==> src/rtl/core/rrqs_pkg.sv <==
// rrqs_pkg: shared constants, command codes and pointer helpers for the
// round-robin ready-queue scheduler; no dependencies
`timescale 1ns / 1ps

package rrqs_pkg;

    localparam int QUEUE_DEPTH = 16;
    localparam int PTR_W       = $clog2(QUEUE_DEPTH);
    localparam int CNT_W       = $clog2(QUEUE_DEPTH + 1);
    localparam int ID_W        = 8;
    localparam int KIND_W      = 2;
    localparam int COUNT_OUT_W = 5;
    localparam int OUT_DATA_W  = 16;

    localparam logic [KIND_W-1:0] KIND_ADD      = 2'd0;
    localparam logic [KIND_W-1:0] KIND_SCHEDULE = 2'd1;
    localparam logic [KIND_W-1:0] KIND_FINISH   = 2'd2;

    function automatic logic [PTR_W-1:0] ptr_inc(input logic [PTR_W-1:0] ptr);
        ptr_inc = (ptr == PTR_W'(QUEUE_DEPTH - 1)) ? '0 : ptr + 1'b1;
    endfunction

endpackage

==> src/rtl/core/rrqs_ram.sv <==
// rrqs_ram: generic single-port-write, single-port-read ram with registered read
// no dependencies
`timescale 1ns / 1ps

module rrqs_ram #(
    parameter int WIDTH = 8,
    parameter int DEPTH = 16
) (
    input  logic                     aclk,
    input  logic                     wr_en,
    input  logic [$clog2(DEPTH)-1:0] wr_addr,
    input  logic [WIDTH-1:0]         wr_data,
    input  logic                     rd_en,
    input  logic [$clog2(DEPTH)-1:0] rd_addr,
    output logic [WIDTH-1:0]         rd_data
);

    logic [WIDTH-1:0] mem [DEPTH];

    always_ff @(posedge aclk) begin
        if (wr_en) begin
            mem[wr_addr] <= wr_data;
        end
        if (rd_en) begin
            rd_data <= mem[rd_addr];
        end
    end

endmodule

==> src/rtl/core/round_robin_ready_queue_scheduler_top.sv <==
// round_robin_ready_queue_scheduler_top: command decode, queue pointers and result register
// depends on rrqs_pkg and rrqs_ram
`timescale 1ns / 1ps

// Round-robin thread scheduler. Each input transaction carries one command in
// s_tuser (add, schedule, finish; code 3 is a no-op) and a thread id in s_tdata;
// each yields exactly one result transaction with the running thread, the idle
// flag, the ready queue fill and a drop flag for an add to a full queue. Waiting
// ids live in a ram with a registered read. Commands are handled one at a
// time: an add, a no-op or a command that pops nothing goes from acceptance
// straight to the output state, which loads its result into the result
// register; a schedule or finish that pops the queue head first passes through
// a read state for the ram read and then loads its result in the output state.
// A new command is accepted as soon as the previous one has reached the result
// register, even while that result waits; the new command then holds before
// the result register until the waiting result has been taken.

module round_robin_ready_queue_scheduler_top
    import rrqs_pkg::*;
(
    input  logic                  aclk,
    input  logic                  aresetn,
    input  logic                  s_tvalid,
    output logic                  s_tready,
    input  logic [ID_W-1:0]       s_tdata,   // [7:0] thread_id
    input  logic [KIND_W-1:0]     s_tuser,   // [1:0] kind
    output logic                  m_tvalid,
    input  logic                  m_tready,
    output logic [OUT_DATA_W-1:0] m_tdata,   // [7:0] running_id, [12:8] queue_count
    output logic [1:0]            m_tuser    // [0] running_idle, [1] dropped
);

    typedef enum logic [1:0] {
        ST_IDLE,
        ST_READ,
        ST_OUT
    } state_t;

    state_t                  state_reg;
    logic [PTR_W-1:0]        head_reg;
    logic [PTR_W-1:0]        tail_reg;
    logic [CNT_W-1:0]        count_reg;
    logic [ID_W-1:0]         running_reg;
    logic                    idle_reg;
    logic [KIND_W-1:0]       kind_reg;
    logic                    drop_reg;
    logic                    m_tvalid_reg;
    logic [OUT_DATA_W-1:0]   m_tdata_reg;
    logic [1:0]              m_tuser_reg;

    logic                    accept;
    logic                    full;
    logic                    wr_en;
    logic [ID_W-1:0]         wr_data;
    logic [ID_W-1:0]         rd_data;

    assign s_tready = (state_reg == ST_IDLE);
    assign accept   = s_tvalid && s_tready;
    assign full     = (count_reg == CNT_W'(QUEUE_DEPTH));
    assign m_tvalid = m_tvalid_reg;
    assign m_tdata  = m_tdata_reg;
    assign m_tuser  = m_tuser_reg;

    always_comb begin
        wr_en   = 1'b0;
        wr_data = s_tdata;
        if (accept && s_tuser == KIND_ADD && !full) begin
            wr_en = 1'b1;
        end else if (state_reg == ST_READ && kind_reg == KIND_SCHEDULE && !idle_reg) begin
            wr_en   = 1'b1;
            wr_data = running_reg;
        end
    end

    rrqs_ram #(
        .WIDTH (ID_W),
        .DEPTH (QUEUE_DEPTH)
    ) u_fifo_ram (
        .aclk    (aclk),
        .wr_en   (wr_en),
        .wr_addr (tail_reg),
        .wr_data (wr_data),
        .rd_en   (accept),
        .rd_addr (head_reg),
        .rd_data (rd_data)
    );

    always_ff @(posedge aclk) begin
        if (!aresetn) begin
            state_reg    <= ST_IDLE;
            head_reg     <= '0;
            tail_reg     <= '0;
            count_reg    <= '0;
            running_reg  <= '0;
            idle_reg     <= 1'b1;
            m_tvalid_reg <= 1'b0;
        end else begin
            if (m_tvalid_reg && m_tready && state_reg != ST_OUT) begin
                m_tvalid_reg <= 1'b0;
            end
            case (state_reg)
                ST_IDLE: begin
                    if (accept) begin
                        kind_reg  <= s_tuser;
                        drop_reg  <= (s_tuser == KIND_ADD) && full;
                        state_reg <= ((s_tuser == KIND_SCHEDULE || s_tuser == KIND_FINISH)
                                      && count_reg != '0) ? ST_READ : ST_OUT;
                        case (s_tuser)
                            KIND_ADD: begin
                                if (!full) begin
                                    tail_reg  <= ptr_inc(tail_reg);
                                    count_reg <= count_reg + 1'b1;
                                end
                            end
                            KIND_FINISH: begin
                                if (count_reg == '0) begin
                                    running_reg <= '0;
                                    idle_reg    <= 1'b1;
                                end
                            end
                            default: begin
                            end
                        endcase
                    end
                end
                ST_READ: begin
                    // head entry arrives from the ram; requeue the old thread on schedule
                    running_reg <= rd_data;
                    idle_reg    <= 1'b0;
                    head_reg    <= ptr_inc(head_reg);
                    if (kind_reg == KIND_SCHEDULE && !idle_reg) begin
                        tail_reg <= ptr_inc(tail_reg);
                    end else begin
                        count_reg <= count_reg - 1'b1;
                    end
                    state_reg <= ST_OUT;
                end
                ST_OUT: begin
                    if (!m_tvalid_reg || m_tready) begin
                        m_tvalid_reg <= 1'b1;
                        m_tdata_reg  <= {3'b000, COUNT_OUT_W'(count_reg),
                                         idle_reg ? {ID_W{1'b0}} : running_reg};
                        m_tuser_reg  <= {drop_reg, idle_reg};
                        state_reg    <= ST_IDLE;
                    end
                end
                default: begin
                    state_reg <= ST_IDLE;
                end
            endcase
        end
    end

endmodule
==> config.mk <==
export PLATFORM = sky130hd
export DESIGN_NAME = round_robin_ready_queue_scheduler_top
export DESIGN_NICKNAME = d
export VERILOG_FILES = /design/src/rtl/core/rrqs_pkg.sv /design/src/rtl/core/rrqs_ram.sv /design/src/rtl/core/round_robin_ready_queue_scheduler_top.sv
export SDC_FILE = /design/constraint.sdc
export NUM_CORES = 1
export LEC_CHECK = 0
export BUFFER_PORTS_ARGS = -buffer_cell sky130_fd_sc_hd__buf_2
export CAP_MARGIN = 40
export CORE_MARGIN = 4
export CORE_UTILIZATION = 45
export CTS_CLUSTER_DIAMETER = 50
export DETAILED_ROUTE_END_ITERATION = 6
export PLACE_DENSITY = 0.64
export SLEW_MARGIN = 20
export SYNTH_ARGS = -nofsm -noshare
export SYNTH_HDL_FRONTEND = slang
export SYNTH_HIERARCHICAL = 1
export SYNTH_SLANG_ARGS = --single-unit
==> constraint.sdc <==
create_clock -name aclk -period 4.37 [get_ports aclk]
set_clock_uncertainty 0.1 [all_clocks]
set_input_delay 0.874 -clock aclk [delete_from_list [all_inputs] [get_ports aclk]]
set_output_delay 0.874 -clock aclk [all_outputs]
set_load 0.005 [all_outputs]
Yosys cells after proc, flatten, opt, wreduce, memory -nomap -nowiden
Memory sizes are Yosys's and may differ from the RTL's. A register that Yosys moved wholly into a read port is not among the register bits.
Index checks and enable logic that the tools add are counted.
{"block": "totals", "ff_bits": 43, "ramBits": 128, "inputBits": 14, "out_inout_bits": 20, "wordCells": 93, "n_memories": 1}
{"block": "classes", "addsub": 4, "n_eq_ne": 17, "n_mux": 33, "reduce_logical": 26}
{"name": "u_fifo_ram.mem", "words": 16, "width": 8, "read_ports": 1, "rd_ports_with_merged_regs": 1, "write_ports": 1, "line_no": "rrqs_ram.sv:18", "text": "logic [WIDTH-1:0] mem [DEPTH];"}
{"cell": "8-bit two-way mux", "count": 5}
{"cell": "4-bit two-way mux", "count": 6}
{"cell": "5-bit two-way mux", "count": 4}
{"cell": "8-bit one-hot mux with 2 select lines", "count": 1}
{"cell": "1-bit logical AND", "count": 10}
{"cell": "1-bit two-way mux", "count": 10}
{"cell": "2-bit by 1-bit != test with 1-bit output, second input constant", "count": 5}
{"cell": "5-bit one-hot mux with 2 select lines", "count": 1}
{"cell": "5-bit AND reduction", "count": 2}
{"cell": "4-bit by 1-bit adder with 4-bit output, second input constant", "count": 2}
{"cell": "4-bit equality test, second input constant", "count": 2}
{"cell": "2-bit != test, second input constant", "count": 4}
{"cell": "4-bit one-hot mux with 2 select lines", "count": 1}
{"cell": "2-bit by 1-bit equality test with 1-bit output, second input constant", "count": 3}
{"cell": "2-bit two-way mux", "count": 3}
{"cell": "2-bit one-hot mux with 3 select lines", "count": 1}
{"cell": "3-bit AND reduction", "count": 2}
{"cell": "5-bit by 1-bit adder with 5-bit output, second input constant", "count": 1}
{"cell": "5-bit equality test, second input constant", "count": 1}
{"cell": "5-bit zero test", "count": 1}
{"cell": "5-bit nonzero test", "count": 1}
{"cell": "5-bit by 1-bit subtractor with 5-bit output, second input constant", "count": 1}
{"cell": "2-bit equality test, second input constant", "count": 2}
{"cell": "2-bit zero test", "count": 2}
{"cell": "other kinds (6)", "count": 9}

Depth between registers and ports, before layout
{"block": "logic_depth", "depth_word": 7, "ltp_mapped": 8, "mapped_depth_nobuf": 7}

Hierarchy
Netlist, hierarchy kept.
{"mod": "rrqs_ram", "n_inst": 1, "cells_each": 229, "area_per_inst_um2": 5227.5, "seq_area_each_um2": 4083.9}
{"mod": "round_robin_ready_queue_scheduler_top", "n_inst": 1, "cells_each": 203, "area_per_inst_um2": 1983.2, "seq_area_each_um2": 1041.0}

Worst setup path before layout
Ideal clock, no wire load.
{"block": "synth_timing", "kind": "input-to-reg", "from": "in s_tvalid", "to": "mem u_fifo_ram.mem[0][0] (enable)", "setup_ns": 0.383, "t_arrival_ns": 3.271, "required_ns": 3.887, "slack_ns": 0.616, "path_stages": 5, "path_buffers": 0, "cell_sequence": "nor3b_1 o211ai_1 nand2_1 or3b_2 nor3_1"}
{"block": "synth_via", "elab_chain_cells": 6}
{"element": "start: declaration", "line_no": "round_robin_ready_queue_scheduler_top.sv:23", "text": "input logic s_tvalid,"}
{"element": "1-bit logical AND", "line_no": "round_robin_ready_queue_scheduler_top.sv:58", "text": "assign accept = s_tvalid && s_tready;"}
{"element": "1-bit logical AND (2 in a row)", "line_no": "round_robin_ready_queue_scheduler_top.sv:67", "text": "if (accept && s_tuser == KIND_ADD && !full) begin"}
{"element": "1-bit two-way mux", "line_no": "round_robin_ready_queue_scheduler_top.sv:67"}
{"element": "via wr_en", "line_no": "round_robin_ready_queue_scheduler_top.sv:53", "text": "logic wr_en;"}
{"element": "1-bit two-way mux", "line_no": "rrqs_ram.sv:21", "text": "if (wr_en) begin"}
{"element": "1-bit two-way mux (not written as such)", "line_no": "rrqs_ram.sv:22", "text": "mem[wr_addr] <= wr_data;"}
{"element": "end: declaration", "line_no": "rrqs_ram.sv:18"}
The timed path passes the listed nets, and every way through them passes these cells.

Worst setup path in the final report
{"block": "layout_timing", "from": "reg state_reg[0]", "to": "mem u_fifo_ram.mem[1][3] (enable)"}
{"block": "layout_via", "elab_chain_cells": 7, "word_cells_on_any_way": 11, "classes_between": "eq/ne (1); mux (4); reduce/logical (6)"}
{"element": "start: declaration", "line_no": "round_robin_ready_queue_scheduler_top.sv:39", "text": "state_t state_reg;"}
{"element": "start signal: assignment", "line_no": "round_robin_ready_queue_scheduler_top.sv:106", "text": "state_reg <= ((s_tuser == KIND_SCHEDULE || s_tuser == KIND_FINISH)"}
{"element": "2-bit by 1-bit equality test with 1-bit output / 2-bit zero test (equally long branches)", "line_no": "round_robin_ready_queue_scheduler_top.sv:69, round_robin_ready_queue_scheduler_top.sv:57"}
{"element": "1-bit logical AND, on equally long branches", "line_no": "round_robin_ready_queue_scheduler_top.sv:69, round_robin_ready_queue_scheduler_top.sv:58"}
{"element": "1-bit logical AND, on equally long branches", "line_no": "round_robin_ready_queue_scheduler_top.sv:69, round_robin_ready_queue_scheduler_top.sv:67"}
{"element": "1-bit two-way mux / 1-bit logical AND (equally long branches)", "line_no": "round_robin_ready_queue_scheduler_top.sv:69, round_robin_ready_queue_scheduler_top.sv:67"}
{"element": "1-bit two-way mux *", "line_no": "round_robin_ready_queue_scheduler_top.sv:67"}
{"element": "via wr_en", "line_no": "round_robin_ready_queue_scheduler_top.sv:53"}
{"element": "1-bit two-way mux *", "line_no": "rrqs_ram.sv:21"}
{"element": "1-bit two-way mux (not written as such) *", "line_no": "rrqs_ram.sv:22"}
Mark *: on every way through the listed nets, which the timed path passes. The rest lies on a longest branch.

==> results.py <==
metrics = {
    "sta": {
        "slew_viol_final": 0,
        "fin_crit_sh_pct": 70.1,
        "period_minus_slack_ns": 3.06,
        "rsz0062_at_grt": "false",
        "hold_viol": 0,
        "max_slew_margin_pct": 45.6,
        "timing.fmax_ghz": 0.327,
        "worst_pin_slew_ns": 0.810,
        "setup_viol": 0,
        "fin_setup_tns_ns": 0,
        "layout_setup_ws_ns": 1.31,
    },
    "power_and_ir_drop": {
        "p_per_area_nw_per_um2": 429,
        "peakVddDrop_uv": 267,
        "finalPower_mw": 3.51,
        "p_leak_nw": 2.69,
    },
    "worst_setup_path": {
        "cp-end-kind": "flip-flop",
        "cp.arrival_ns": 3.02,
        "cp_top_family": "simple AND/OR/NAND/NOR gates",
        "slowest_stage": "or3b_2",
        "cp_cell_sequence": "nor2b_1 -> buf_4 -> nand3_1 -> nand2_1 -> or3b_2 -> nor2_1",
        "cp-start-kind": "flip-flop",
        "critPathMaxStageDelay_ns": 0.53,
        "reg2reg_setup_slack_ns": 1.31,
        "reg2reg_from": "state_reg[0]$_SDFFE_PN0P_",
        "path_max_fanout": 13,
        "rr_worst_depth": 6,
        "crit_buf_inv": 1,
        "worstPathRequired_ns": 4.33,
        "timing.rr.end": "u_fifo_ram/mem[1][3]$_DFFE_PP_",
        "path_class": "flip-flop to flip-flop",
    },
    "synthesis": {
        "yosysTopAreaCellShare_pct": 64.1,
        "yosys.area.top_type": "edfxtp_1",
        "synth_area_um2": 7210,
        "syn_area_per_cell_um2": 16.7,
        "yosysWarnings": 6,
        "synth_edf_count": 154,
        "synth_common_cells": "edfxtp_1, nand2_1, nor2_1",
        "synthArstFlopShare_pct": 0,
        "ys_seq_elements": 179,
        "syn_inst": 432,
        "ys.flop_type": "edfxtp_1",
        "synth.most_common_cell": "edfxtp_1",
        "netlist-cell-type-count": 48,
        "synthTopCellsByArea": "edfxtp_1, dfxtp_1, mux4_2",
        "ys_seq_area_share_pct": 71.1,
    },
    "cells_and_area": {
        "nFillCells": 1305,
        "nets": 490,
        "syn_to_final_growth_pct": 13.6,
        "seqCellArea_um2": 5130,
        "largest_reg_flops": 128,
        "drive_gt1_share_pct": 20.0,
        "antennaDiodeCount": 0,
        "fin_util_pct": 51.9,
        "multi_input_area_um2": 1920,
        "finalInstanceArea_um2": 8190,
    },
    "floorplanning": {
        "core_area_um2": 15800,
        "num_io_pins": 34,
        "die_height_um": 135,
        "fp.dieW_um": 135,
        "dieArea_um2": 18100,
        "start_util_pct": 45.7,
        "rows": 46,
    },
    "drt": {
        "via_count": 3833,
        "wl_per_cell_um": 19.9,
        "drtPass1Iterations": 5,
        "drtIter0Drc": 354,
        "wl_mm": 13.9,
        "ant_nets": 0,
        "viasPerCell": 5.48,
        "drt_drc_violations_left": 0,
    },
    "worst_hold_path": {
        "min_to": "m_tuser[1]$_DFFE_PP_",
        "holdPathStages": 0,
        "hold_class": "flip-flop to flip-flop",
        "min_from": "drop_reg$_DFFE_PP_",
    },
    "global_routing": {
        "first_global_vias": 3710,
        "grt_overflow": 0,
        "antenna_found_initial": 0,
        "grt_pass1_wl_mm": 21.4,
        "grt_usage_pct": 16.1,
        "grt_max_degree": 37,
    },
    "placement": {
        "dp_hpwl_mm": 9.12,
        "port_buffers": 30,
        "gp_congestion": 0.809,
        "dp_worst_setup_slack_ns": 0.973,
        "placed_area_um2": 7590,
    },
    "cts": {
        "clockRootBuffer": "clkbuf_16",
        "clk_pin_slew_worst_paths_ns": 0.07,
        "htree_levels": 4,
        "cts_buffers": 17,
        "clock_latency_ns": 0.43,
        "tritoncts": "built",
        "cts-resized-gates": 0,
        "ctsHoldBuffers": 0,
        "cts.sinks": 179,
        "cts_setup_buffers": 0,
        "clk_path_buf_depth": 2,
    },
    "run": {
        "drv_cap": 0,
    },
    "run_status": {
        "status": "completed",
    },
}
-- report_power, final --
part	internal, mW	total (mW)	switching, mW	leakage (nW)
logic	0.0310	0.0948	0.0638	0.799
clock network	0.907	1.54	0.629	0.290
registers	1.87	1.88	0.0119	1.60
-- cell families after synthesis --
| group | after synthesis | share of synthesized area (%) |
|---|---|---|
| other | 1 | 0.0520 |
| AOI/OAI and AO/OA | 55 | 5.69 |
| xor gates and xnor gates | 2 | 0.243 |
| DFF | 179 | 71.1 |
| and+or+nand+nor | 124 | 8.31 |
| buffers and inverters | 30 | 2.48 |
| adders and majority gates | 5 | 0.868 |
| muxes | 36 | 11.3 |
-- how the worst max path moves through the flow --
stage	from	endpoint	slack (ns)	cells after the start
3_3_place_gp	s_tvalid	u_fifo_ram/mem[1][4]$_DFFE_PP_	1.03	7
4_1_cts	state_reg[0]$_SDFFE_PN0P_	u_fifo_ram/mem[2][3]$_DFFE_PP_	1.30	6
5_1_grt	state_reg[0]$_SDFFE_PN0P_	u_fifo_ram/mem[4][2]$_DFFE_PP_	1.08	7
2_1_floorplan	s_tvalid	u_fifo_ram/mem[0][0]$_DFFE_PP_	0.62	5
6_report	state_reg[0]$_SDFFE_PN0P_	u_fifo_ram/mem[1][3]$_DFFE_PP_	1.31	6
3_5_place_dp	s_tvalid	u_fifo_ram/mem[2][0]$_DFFE_PP_	0.97	7
-- worst reg2reg max path, stage by stage, from the launching register on --
cell and delay (ns):
dfxtp_1 0.50, nor2b_1 0.17, buf_4 0.20, nand3_1 0.32, nand2_1 0.35, or3b_2 0.53
nor2_1 0.53
-- routing by layer --
| layer | vias up | share of wire, % | track usage (%) | wire (um) |
|---|---|---|---|---|
| li1 | 1778 | - | - | - |
| met2 | 141 | 48 | 24.7 | 6610 |
| met1 | 1894 | 43 | 22.2 | 6010 |
| met5 | - | 0 | 0 | 0 |
| met3 | 20 | 6.8 | 4.02 | 947 |
| met4 | 0 | 2.4 | 6.45 | 340 |
-- final cells by class --
type	count	area share, %
sequential	179	62.6
clock inverter	14	2.14
clock buffer	18	5.24
inverter	7	0.321
tap	216	3.30
timing repair buffer	41	2.99
multi-input combinational	225	23.4
-- layout by cell type (no fill, tap or decap), types with 3 or more instances in the layout --
master / synthesis / final
ha_1: 5 / 5
o31ai_1: 3 / 3
inv_1: 7 / 7
clkbuf_16: 0 / 17
dfxtp_1: 25 / 24
nor3_1: 5 / 5
o21ai_0: 6 / 6
nand2b_1: 8 / 8
buf_4: 4 / 10
nand2_1: 49 / 49
buf_2: 8 / 30
a21oi_1: 12 / 12
nor2_1: 28 / 28
conb_1: 1 / 3
edfxtp_1: 154 / 154
a22oi_1: 24 / 24
nor2b_1: 10 / 10
mux2i_1: 4 / 4
inv_6: 0 / 5
mux4_1: 14 / 14
nand3_1: 4 / 4
mux4_2: 18 / 18
bufinv_16: 0 / 3
or4_1: 3 / 3
-- metrics by stage --
stage	hold WS [ns]	instances
floorplan	0.300	434
global placement	0.305	666
detailed placement	0.311	668
CTS	0.327	700
global route	0.335	700
finish	0.326	700
Note: power is estimated with default switching activity, not from simulation.
